`src/rtl/sha1bsd_pkg.sv`:
```
// Shared types and constants for the byte-stream SHA-1 digest engine.
package sha1bsd_pkg;

  localparam int unsigned WORD_W     = 32;
  localparam int unsigned BLOCK_WORDS = 16;
  localparam int unsigned HASH_WORDS  = 5;
  localparam int unsigned COUNT_W     = 61;

  localparam logic [6:0] ROUND_LAST = 7'd79;
  localparam logic [6:0] ROUND_ADD  = 7'd80;

  localparam logic [31:0] K_0 = 32'h5a827999;
  localparam logic [31:0] K_1 = 32'h6ed9eba1;
  localparam logic [31:0] K_2 = 32'h8f1bbcdc;
  localparam logic [31:0] K_3 = 32'hca62c1d6;

  localparam logic [HASH_WORDS-1:0][31:0] H_INIT = {
    32'hc3d2e1f0, 32'h10325476, 32'h98badcfe, 32'hefcdab89, 32'h67452301
  };

  localparam logic [7:0] PAD_BYTE = 8'h80;

  localparam logic OP_APPEND   = 1'b0;
  localparam logic OP_FINALIZE = 1'b1;

  typedef struct packed {
    logic       opcode;
    logic [7:0] message_byte;
  } in_item_t;

  typedef struct packed {
    logic [31:0] digest_word;
    logic [2:0]  word_index;
    logic        last_word;
    logic        empty_message;
  } out_item_t;

  // Controls from the sequencer to the compression unit.
  typedef struct packed {
    logic push;   // shift a new word into the block window
    logic init;   // reload the initial hash
    logic start;  // begin 80 rounds on the window
  } core_ctrl_t;

endpackage

```
`src/rtl/sha1_byte_stream_digest.sv`:
```
// Top level of the byte-stream SHA-1 digest engine: byte packing, padding and output.
//
// Input channel (in_valid/in_ready/in_data): each transfer carries an opcode and a
// byte. An append packs the byte big-endian into the current 64-byte block; a
// finalize pads the message (0x80, zeros, 64-bit bit length) and emits the digest.
// Output channel (out_valid/out_ready/out_data): a finalize yields five transfers,
// H0 first, word_index 0..4, last_word on the fifth. An empty message gives five
// all-zero words with empty_message set. A second finalize re-emits the same digest; a
// byte after a finalize starts a new message from the initial hash.
// Sequence: an append that completes a block starts the 80 rounds and the hash
// add in the shared round unit. A finalize loads the padding words, then runs the
// rounds; a second block of padding and length follows when 56 or more bytes are
// held; then the digest words are output. A repeated finalize or an empty message
// goes straight to the output words.
// in_ready is high only while the sequencer is idle, so one item is in work at
// a time. A stalled receiver holds the current digest word; nothing is lost.
// Reset (rst_n low, synchronous) restores the initial hash and clears all counts.
module sha1_byte_stream_digest
  import sha1bsd_pkg::*;
(
  input  logic      clk,
  input  logic      rst_n,
  input  logic      in_valid,
  output logic      in_ready,
  input  in_item_t  in_data,
  output logic      out_valid,
  input  logic      out_ready,
  output out_item_t out_data
);

  typedef enum logic [3:0] {
    ST_IDLE = 4'b0001,
    ST_PAD  = 4'b0010,
    ST_COMP = 4'b0100,
    ST_OUT  = 4'b1000
  } state_t;

  state_t               state_r, state_nxt;
  logic [5:0]           buf_cnt_r, buf_cnt_nxt;
  logic [23:0]          acc_r, acc_nxt;
  logic [COUNT_W-1:0]   total_r, total_nxt;
  logic                 fin_r, fin_nxt;
  logic [3:0]           wcnt_r, wcnt_nxt;
  logic                 pad_first_r, pad_first_nxt;
  logic                 len_ok_r, len_ok_nxt;
  logic                 in_fin_r, in_fin_nxt;
  logic [2:0]           out_idx_r, out_idx_nxt;

  core_ctrl_t                  ctrl;
  logic [31:0]                 push_word;
  logic                        core_done;
  logic [HASH_WORDS-1:0][31:0] hash;

  logic        in_xfer;
  logic        total_zero;
  logic [5:0]  pos_eff;
  logic [COUNT_W-1:0] total_base;
  logic [31:0] pad_word;
  logic [31:0] len_hi;
  logic [31:0] len_lo;

  assign in_ready   = (state_r == ST_IDLE);
  assign in_xfer    = in_valid && in_ready;
  assign out_valid  = (state_r == ST_OUT);
  assign total_zero = (total_r == '0);
  assign len_hi     = total_r[60:29];
  assign len_lo     = {total_r[28:0], 3'b000};

  always_comb begin
    case (buf_cnt_r[1:0])
      2'd0:    pad_word = {PAD_BYTE, 24'h0};
      2'd1:    pad_word = {acc_r[23:16], PAD_BYTE, 16'h0};
      2'd2:    pad_word = {acc_r[23:8], PAD_BYTE, 8'h0};
      default: pad_word = {acc_r, PAD_BYTE};
    endcase
  end

  always_comb begin
    out_data.digest_word   = total_zero ? '0 : hash[out_idx_r];
    out_data.word_index    = out_idx_r;
    out_data.last_word     = (out_idx_r == 3'd4);
    out_data.empty_message = total_zero;
  end

  always_comb begin
    state_nxt     = state_r;
    buf_cnt_nxt   = buf_cnt_r;
    acc_nxt       = acc_r;
    total_nxt     = total_r;
    fin_nxt       = fin_r;
    wcnt_nxt      = wcnt_r;
    pad_first_nxt = pad_first_r;
    len_ok_nxt    = len_ok_r;
    in_fin_nxt    = in_fin_r;
    out_idx_nxt   = out_idx_r;
    ctrl          = '0;
    push_word     = '0;
    pos_eff       = fin_r ? 6'd0 : buf_cnt_r;
    total_base    = fin_r ? '0 : total_r;

    unique case (state_r)
      ST_IDLE: begin
        if (in_xfer) begin
          if (in_data.opcode == OP_APPEND) begin
            ctrl.init = fin_r;
            fin_nxt   = 1'b0;
            total_nxt = (&total_base) ? total_base : total_base + 1'b1;
            case (pos_eff[1:0])
              2'd0:    acc_nxt[23:16] = in_data.message_byte;
              2'd1:    acc_nxt[15:8]  = in_data.message_byte;
              2'd2:    acc_nxt[7:0]   = in_data.message_byte;
              default: begin
                ctrl.push = 1'b1;
                push_word = {acc_r, in_data.message_byte};
              end
            endcase
            buf_cnt_nxt = pos_eff + 6'd1;
            if (pos_eff == 6'd63) begin
              ctrl.start = 1'b1;
              in_fin_nxt = 1'b0;
              state_nxt  = ST_COMP;
            end
          end else begin
            fin_nxt = 1'b1;
            if (fin_r || total_zero) begin
              out_idx_nxt = '0;
              state_nxt   = ST_OUT;
            end else begin
              wcnt_nxt      = buf_cnt_r[5:2];
              pad_first_nxt = 1'b1;
              len_ok_nxt    = (buf_cnt_r < 6'd56);
              in_fin_nxt    = 1'b1;
              state_nxt     = ST_PAD;
            end
          end
        end
      end

      ST_PAD: begin
        ctrl.push = 1'b1;
        if (pad_first_r) begin
          push_word = pad_word;
        end else if (len_ok_r && wcnt_r == 4'd14) begin
          push_word = len_hi;
        end else if (len_ok_r && wcnt_r == 4'd15) begin
          push_word = len_lo;
        end else begin
          push_word = '0;
        end
        pad_first_nxt = 1'b0;
        wcnt_nxt      = wcnt_r + 4'd1;
        if (wcnt_r == 4'd15) begin
          ctrl.start = 1'b1;
          state_nxt  = ST_COMP;
        end
      end

      ST_COMP: begin
        if (core_done) begin
          if (!in_fin_r) begin
            state_nxt = ST_IDLE;
          end else if (!len_ok_r) begin
            // length did not fit: one more all-padding block
            len_ok_nxt = 1'b1;
            state_nxt  = ST_PAD;
          end else begin
            in_fin_nxt  = 1'b0;
            buf_cnt_nxt = '0;
            out_idx_nxt = '0;
            state_nxt   = ST_OUT;
          end
        end
      end

      ST_OUT: begin
        if (out_ready) begin
          if (out_idx_r == 3'd4) begin
            out_idx_nxt = '0;
            state_nxt   = ST_IDLE;
          end else begin
            out_idx_nxt = out_idx_r + 3'd1;
          end
        end
      end

      default: state_nxt = ST_IDLE;
    endcase
  end

  always_ff @(posedge clk) begin
    if (!rst_n) begin
      state_r     <= ST_IDLE;
      buf_cnt_r   <= '0;
      total_r     <= '0;
      fin_r       <= 1'b0;
      wcnt_r      <= '0;
      pad_first_r <= 1'b0;
      len_ok_r    <= 1'b0;
      in_fin_r    <= 1'b0;
      out_idx_r   <= '0;
    end else begin
      state_r     <= state_nxt;
      buf_cnt_r   <= buf_cnt_nxt;
      total_r     <= total_nxt;
      fin_r       <= fin_nxt;
      wcnt_r      <= wcnt_nxt;
      pad_first_r <= pad_first_nxt;
      len_ok_r    <= len_ok_nxt;
      in_fin_r    <= in_fin_nxt;
      out_idx_r   <= out_idx_nxt;
    end
  end

  always_ff @(posedge clk) begin
    acc_r <= acc_nxt;
  end

  sha1bsd_core u_core (
    .clk       (clk),
    .rst_n     (rst_n),
    .ctrl      (ctrl),
    .push_word (push_word),
    .done      (core_done),
    .hash      (hash)
  );

endmodule

```
`src/rtl/sha1bsd_core.sv`:
```
// SHA-1 compression unit: one round per cycle over a 16-word schedule window.
module sha1bsd_core
  import sha1bsd_pkg::*;
(
  input  logic                         clk,
  input  logic                         rst_n,
  input  core_ctrl_t                   ctrl,
  input  logic [31:0]                  push_word,
  output logic                         done,
  output logic [HASH_WORDS-1:0][31:0]  hash
);

  logic [31:0] win_r [BLOCK_WORDS];
  logic [HASH_WORDS-1:0][31:0] h_r;
  logic [31:0] a_r, b_r, c_r, d_r, e_r;
  logic [6:0]  rnd_r;
  logic        run_r;

  logic [31:0] sched_x;
  logic [31:0] sched;
  logic [31:0] f;
  logic [31:0] k;
  logic [31:0] t;
  logic        rounding;

  assign rounding = run_r && (rnd_r <= ROUND_LAST);
  assign done     = run_r && (rnd_r == ROUND_ADD);
  assign hash     = h_r;

  assign sched_x = win_r[13] ^ win_r[8] ^ win_r[2] ^ win_r[0];
  assign sched   = {sched_x[30:0], sched_x[31]};

  always_comb begin
    if (rnd_r < 7'd20) begin
      f = d_r ^ (b_r & (c_r ^ d_r));
      k = K_0;
    end else if (rnd_r < 7'd40) begin
      f = b_r ^ c_r ^ d_r;
      k = K_1;
    end else if (rnd_r < 7'd60) begin
      f = (b_r & c_r) | (d_r & (b_r | c_r));
      k = K_2;
    end else begin
      f = b_r ^ c_r ^ d_r;
      k = K_3;
    end
    t = {a_r[26:0], a_r[31:27]} + f + e_r + k + win_r[0];
  end

  // Window: newest word at the top; the round always consumes entry 0.
  always_ff @(posedge clk) begin
    if (ctrl.push || rounding) begin
      for (int i = 0; i < BLOCK_WORDS - 1; i++) begin
        win_r[i] <= win_r[i+1];
      end
      win_r[BLOCK_WORDS-1] <= ctrl.push ? push_word : sched;
    end
  end

  always_ff @(posedge clk) begin
    if (ctrl.start) begin
      a_r <= h_r[0];
      b_r <= h_r[1];
      c_r <= h_r[2];
      d_r <= h_r[3];
      e_r <= h_r[4];
    end else if (rounding) begin
      a_r <= t;
      b_r <= a_r;
      c_r <= {b_r[1:0], b_r[31:2]};
      d_r <= c_r;
      e_r <= d_r;
    end
  end

  always_ff @(posedge clk) begin
    if (!rst_n) begin
      h_r   <= H_INIT;
      run_r <= 1'b0;
      rnd_r <= '0;
    end else begin
      if (ctrl.init) begin
        h_r <= H_INIT;
      end else if (done) begin
        h_r[0] <= h_r[0] + a_r;
        h_r[1] <= h_r[1] + b_r;
        h_r[2] <= h_r[2] + c_r;
        h_r[3] <= h_r[3] + d_r;
        h_r[4] <= h_r[4] + e_r;
      end
      if (ctrl.start) begin
        run_r <= 1'b1;
        rnd_r <= '0;
      end else if (done) begin
        run_r <= 1'b0;
      end else if (run_r) begin
        rnd_r <= rnd_r + 7'd1;
      end
    end
  end

endmodule

```
`config.mk`:
```
export PLATFORM = sky130hd
export DESIGN_NAME = sha1_byte_stream_digest
export DESIGN_NICKNAME = d
export VERILOG_FILES = /design/src/rtl/sha1bsd_pkg.sv /design/src/rtl/sha1_byte_stream_digest.sv /design/src/rtl/sha1bsd_core.sv
export SDC_FILE = /design/constraint.sdc
export NUM_CORES = 2
export LEC_CHECK = 0
export BUFFER_PORTS_ARGS = -buffer_cell sky130_fd_sc_hd__buf_4
export CORE_UTILIZATION = 35
export DETAILED_ROUTE_END_ITERATION = 12
export PLACE_DENSITY_LB_ADDON = 0.05
export SLEW_MARGIN = 20
export SYNTH_ARGS = -nofsm -noshare
export SYNTH_HDL_FRONTEND = slang
export SYNTH_SLANG_ARGS = --single-unit
export TNS_END_PERCENT = 20
```
`constraint.sdc`:
```
create_clock -name clk -period 19.6 [get_ports clk]
set_clock_uncertainty 0.1 [all_clocks]
set_input_delay 0.98 -clock clk [delete_from_list [all_inputs] [get_ports clk]]
set_output_delay 0.98 -clock clk [all_outputs]
set_load 0.005 [all_outputs]
```
Word level (Yosys, flattened, before mapping)
Memory sizes are Yosys's and may differ from the RTL's.
Cells that the tools add are included.
Widths: inputs -> output; s select.
{ "word_totals": {"register_bits": 434, "latch_bits": 0, "ramBits": 512, "romBits": 0, "n_memories": 1, "word_cells": 208} }
{ "mem_list": {"columns": ["memory", "words", "word_bits", "read_ports", "rd_clocked_by_memory_dff", "wr", "line_no", "rtl"], "rows": [
  ["u_core.win_r", 16, 32, 16, 0, 16, "sha1bsd_core.sv:13", "logic [31:0] win_r [BLOCK_WORDS];"]
]} }
{ "op_classes": {"n_mul": 0, "n_div": 0, "magnitude_cmp": 6, "addsub": 14, "n_eq_ne": 26, "shifts": 0, "reduce_logical": 31, "mux": 91, "bitwise": 15} }
{ "op_table": {"columns": ["operator", "count"], "rows": [
  ["$mux 32", 24],
  ["$add 32x32->32", 9],
  ["$xor 32x32->32", 7],
  ["$mux 61", 2],
  ["$and 32x32->32", 3],
  ["$bmux 32 s3", 1],
  ["$pmux 32 s3", 1],
  ["$or 32x32->32", 2],
  ["$pmux 32 s2", 1],
  ["$add 61x1->61 const B", 1],
  ["$logic_not 61->1", 1],
  ["$reduce_and 61->1", 1],
  ["$mux 4", 13],
  ["$mux 6", 6],
  ["$mux 31", 1],
  ["$mux 3", 10],
  ["$mux 1", 23],
  ["$reduce_and 6->1", 3],
  ["$pmux 4 s4", 1],
  ["$reduce_and 4->1", 4],
  ["$lt 7x6->1 const B", 2],
  ["$eq 4x4->1 const B", 3],
  ["$ne 2x2->1 const B", 6],
  ["$pmux 6 s2", 1],
  ["other kinds (34)", 57]
]} }

Longest topological paths before layout
{ "depth": {"depth_word": 12, "mapped_depth": 26, "depth_no_buf": 23} }

Modules after synthesis
A second synthesis with hierarchy kept.
{ "unflattened": {"cells_unflattened": 4375, "area_unflattened_um2": 49915.4} }
{ "modules_own_cells": {"columns": ["module", "area_per_inst_um2", "cells_each", "instances"], "rows": [
  ["sha1bsd_core", 42229.3, 3462, 1],
  ["sha1_byte_stream_digest", 7686.1, 913, 1]
]} }

Worst setup path before layout
Ideal clock, no wire load.
{ "synth_timing": {"kind": "input -> register", "from": "input port in_data[8] in the netlist's numbering", "to": "memory u_core.win_r[0][0] (enable)", "arrival_time_ns": 10.156, "setup_slack_ns": 5.705, "setup_time_ns": 3.639, "path_stages": 6, "required_time_ns": 15.861, "path_cell_list": "clkbuf_1 nor3b_4 and2_0 clkbuf_1 nor2_1 nand2_1"} }
{ "synth_lines": {"columns": ["element", "line_no", "rtl"], "rows": [
  ["start, declared", "sha1_byte_stream_digest.sv:25", "input in_item_t in_data,"],
  ["end, declared", "sha1bsd_core.sv:13", null]
]} }

Final worst setup path
{ "layout_timing": {"from": "register u_core.rnd_r[5]", "to": "register u_core.a_r[30] (data pin)"} }
{ "layout_via": {"elab_chain_cells": 10, "elab_cells_between_ends": 15, "cone_classes": "add/sub (4); order compare (3); mux (8)"} }
{ "layout_rtl": {"columns": ["element", "line_no", "rtl"], "rows": [
  ["start, declared", "sha1bsd_core.sv:16", "logic [6:0] rnd_r;"],
  ["start signal, assigned", "sha1bsd_core.sv:97", "rnd_r <= rnd_r + 7'd1;"],
  ["$lt 7x6->1", "sha1bsd_core.sv:40", "end else if (rnd_r < 7'd60) begin"],
  ["$mux 32", "sha1bsd_core.sv:40", null],
  ["$mux 32", "sha1bsd_core.sv:37", "end else if (rnd_r < 7'd40) begin"],
  ["$mux 32", "sha1bsd_core.sv:34", "if (rnd_r < 7'd20) begin"],
  ["$add 32x32->32 (2 in series)", "sha1bsd_core.sv:47", "t = {a_r[26:0], a_r[31:27]} + f + e_r + k + win_r[0];"],
  ["$add 32x32->32 * (2 in series)", "sha1bsd_core.sv:47", null],
  ["$mux 32 *", "sha1bsd_core.sv:67", "end else if (rounding) begin"],
  ["$mux 32 *", "sha1bsd_core.sv:61", "if (ctrl.start) begin"],
  ["end signal, assigned", "sha1bsd_core.sv:62", "a_r <= h_r[0];"],
  ["end signal, assigned", "sha1bsd_core.sv:68", "a_r <= t;"],
  ["end, declared", "sha1bsd_core.sv:15", "logic [31:0] a_r, b_r, c_r, d_r, e_r;"]
]} }
Every way passes the cells marked *; elsewhere a longest branch is shown, timed or not. The select of a mux whose other input is x is not followed.
A chain may end at the register's enable or synchronous reset.

==> impl_metrics.yaml <==
outcome:
  status: "finished clean"
critical_path:
  crit_type: "reg -> reg"
  start_kind: "flip-flop"
  cp.required_ns: 19.97
  cp_data_arrival_time_ns: 7.35
  endpoint_kind: "flip-flop"
  crit_fanout: 23
floorplanning:
  die_area_sq_mm: 0.141
  num_rows: 136
  io-pin-count: 52
  die_h_um: 375
  start_util_pct: 35.4
  die_w_um: 375
  coreArea_sq_mm: 0.138
logic_synthesis:
  seq_area_frac_synth_pct: 53.1
  async_flop_share_pct: 0
  synth_edf_count: 696
  synth.largest_area_cell: "edfxtp_1"
  yosysUniqueCellTypes: 96
  syn_inst: 4395
  postSynthAreaPerCell_sq_um: 11.1
  syn_nets: 4735
  yosys_register_bits: 946
  yosys.area.top_type_share_pct: 42.9
  synth_top_flop_cell: "edfxtp_1"
  synth_area_sq_mm: 0.0488
  synth.area.top_cells: "edfxtp_1, dfxtp_1, nand2_1"
  ys_warn_count: 0
power_and_ir_drop:
  swShare_pct: 22.7
  clkPwrFrac_pct: 48.0
  leakage_nw: 20.4
  p_switching_mw: 1.02
  p_seq_share_pct: 48.2
  combPwrFrac_pct: 3.8
  internal_power_mw: 3.46
  p_per_area_mw_per_mm2: 81.4
  peakVddDrop_uv: 71.2
timing:
  drv_slew: 0
  hold_viol: 0
  worstMarginPinSlew_ns: 1.06
  timing.final.crit_share_pct: 35.6
  fmax_mhz: 143
  setup_viol: 0
  maxSlewHeadroom_pct: 28.9
  whs_ns: 0.311
  period_minus_slack_ns: 6.98
  rsz0062_at_grt: "false"
  timing.setup.tns_ns: 0
clocking:
  ctsHoldBuffers: 0
  post_cts_buffers: 0
  clock_path_buffers: 3
  cts.sinks: 946
  clkTransAtPathRegs_ns: 0.06
  cts_tree: "yes"
  cts_resized: 0
  clock_latency_ns: 0.74
  clockRootBuffer: "clkbuf_16"
  cts_made_buffers: 109
  cts_htree_levels: 3
route:
  antenna_left: 0
  drt-initial-drc-count: 2828
  vias: 33600
  postRouteWirelength_um: 149000
  via_per_inst: 5.32
  first_pass_iters: 5
  wire_per_inst_um: 23.5
  drc: 0
place:
  io_buffer_count: 51
  gp_congestion: 0.857
  hpwl_um: 105000
layout:
  nNetsFinal: 4777
  drive_gt1_share_pct: 8.23
  syn2layout_area_growth_pct: 12.8
run:
  max_cap_viol_count: 0
global_routing:
  grt_max_degree: 191
  grt-ovfl-total: 0
  grt_pass1_vias: 32800
  grt_antenna_before_repair: 7
  grt_pass1_wl_um: 221000
  grt_usage_pct: 21.1
min_path:
  hp-class: "reg -> reg"
[through the flow]
step / std cells / utilization [%] / total power, mW / worst slack [ns] / instance area, sq um
3_3_place_gp: 6119 / 37.2 / 2.37 / 12.65 / 51200
5_1_grt: 6328 / 39.9 / 4.63 / 12.04 / 55000
4_1_cts: 6326 / 39.9 / 4.55 / 12.55 / 55000
6_report: 6328 / 39.9 / 4.48 / 12.62 / 55000
2_1_floorplan: 4395 / - / 2.30 / 5.70 / 48800
3_5_place_dp: 6119 / 37.2 / 2.37 / 12.56 / 51200
[cell usage after synthesis, types with 21 or more instances]
master	count
a211oi_1	32
a21o_1	69
a21oi_1	238
a221oi_1	21
a22oi_1	40
a31oi_1	28
and2_1	25
and3_1	32
clkbuf_1	147
dfxtp_1	250
edfxtp_1	696
fa_1	124
ha_1	203
inv_1	214
mux2i_1	37
mux4_2	32
nand2_1	793
nand2b_1	37
nand3_1	79
nand4_1	33
nor2_1	245
nor2b_1	38
nor3_1	59
nor4_1	23
o211ai_1	54
o21a_1	36
o21ai_0	197
o21bai_1	22
o221a_2	23
o221ai_1	27
xnor2_1	157
xor2_1	136
[power by group through the flow]
stage | Clock [mW] | Sequential [mW] | Combinational [mW]
after floorplan | 0 | 2.20 | 0.101
after global placement | 0 | 2.20 | 0.173
after detailed placement | 0 | 2.20 | 0.172
after CTS | 2.22 | 2.16 | 0.172
after global routing | 2.28 | 2.16 | 0.184
final | 2.15 | 2.16 | 0.170
[worst paths after layout]
kind	cells past startpoint	startpoint	end	slack [ns]
worst min register to register	0	u_core.win_r[0][53]	u_core.win_r[0][21]	0.31
worst max register to register	23	u_core.rnd_r[5]	u_core.a_r[30]	12.62
worst max-delay path	23	u_core.rnd_r[5]	u_core.a_r[30]	12.62
worst min-delay path	0	u_core.win_r[0][53]	u_core.win_r[0][21]	0.31
[critical path, stage by stage, from the launching register on]
cell and delay [ns]:
dfxtp_1 0.50, o21ai_0 0.22, nor3_1 0.38, clkinv_1 0.17
nand2b_2 0.38, buf_4 0.39, o221ai_1 0.20, fa_1 0.51
inv_1 0.05, fa_1 0.50, inv_1 0.05, fa_1 0.50
inv_1 0.04, ha_1 0.30, o21ai_0 0.13, o211ai_1 0.22
a211oi_1 0.14, o31a_1 0.39, o31ai_1 0.68, a22oi_1 0.27
a21oi_1 0.21, a21oi_1 0.10, xor2_1 0.15, o21ai_0 0.09
[kinds of logic (layout without fill, tap and decap cells)]
logic type                 Yosys count  count (layout)  synth area share (%)
buffers and inverters              383             521                  3.01
DFF                                946             946                  53.1
and+or+nand+nor                   1456            1456                  13.5
AOI/OAI and AO/OA                  917             917                  12.5
xor gates and xnor gates           293             293                  5.26
other                                0               1                     0
adders and majority gates          327             327                  10.3
muxes                               73              73                  2.33
[routing by layer]
metal,share of wire (%),GRT usage [%],up-vias
met4,3.4,7.22,2
met3,4.4,2.72,250
met5,0.0087,0,-
met1,47,30.1,16600
li1,-,-,16000
met2,45,32.8,788
[cells in the final DEF, fill, tap and decap left out, types with 31 or more instances in the layout]
master	Yosys	final
fa_1	124	124
xnor2_1	157	157
a22oi_1	40	40
o211ai_1	54	54
ha_1	203	203
nor2b_1	38	38
o21a_1	36	36
clkbuf_1	147	36
a211oi_1	32	31
buf_4	3	95
nand3_1	79	79
edfxtp_1	696	696
nand2_1	793	788
nand2b_1	37	36
clkbuf_16	0	110
a21oi_1	238	236
nand4_1	33	33
and3_1	32	32
dfxtp_1	250	248
xor2_1	136	136
inv_1	214	212
mux2i_1	37	37
mux4_2	32	32
a21o_1	69	69
nor2_1	245	245
o21ai_0	197	197
nor3_1	59	57
[area by class of cell]
class	instances	area (sq um)
multi-input cells	3066	21500
flip-flops and latches	946	25900
well taps	1794	2240
diodes	1	2.50
fillers	13300	82800
clock buffers	153	2980
clock inverters	54	774
inverters	216	825
repair buffers	98	781
[flip-flops by register name (all words and copies together), names as in the netlist, 3 cells and up]
signal	flops
u_core.win_r	512
u_core.rnd_r	7
out_idx_r	3
u_core.c_r	32
acc_r	24
u_core.hash	160
buf_cnt_r	6
total_r	61
state_r	4
u_core.a_r	32
u_core.e_r	32
u_core.b_r	32
u_core.d_r	32
wcnt_r	4
Power figures use the tool's default switching activity.
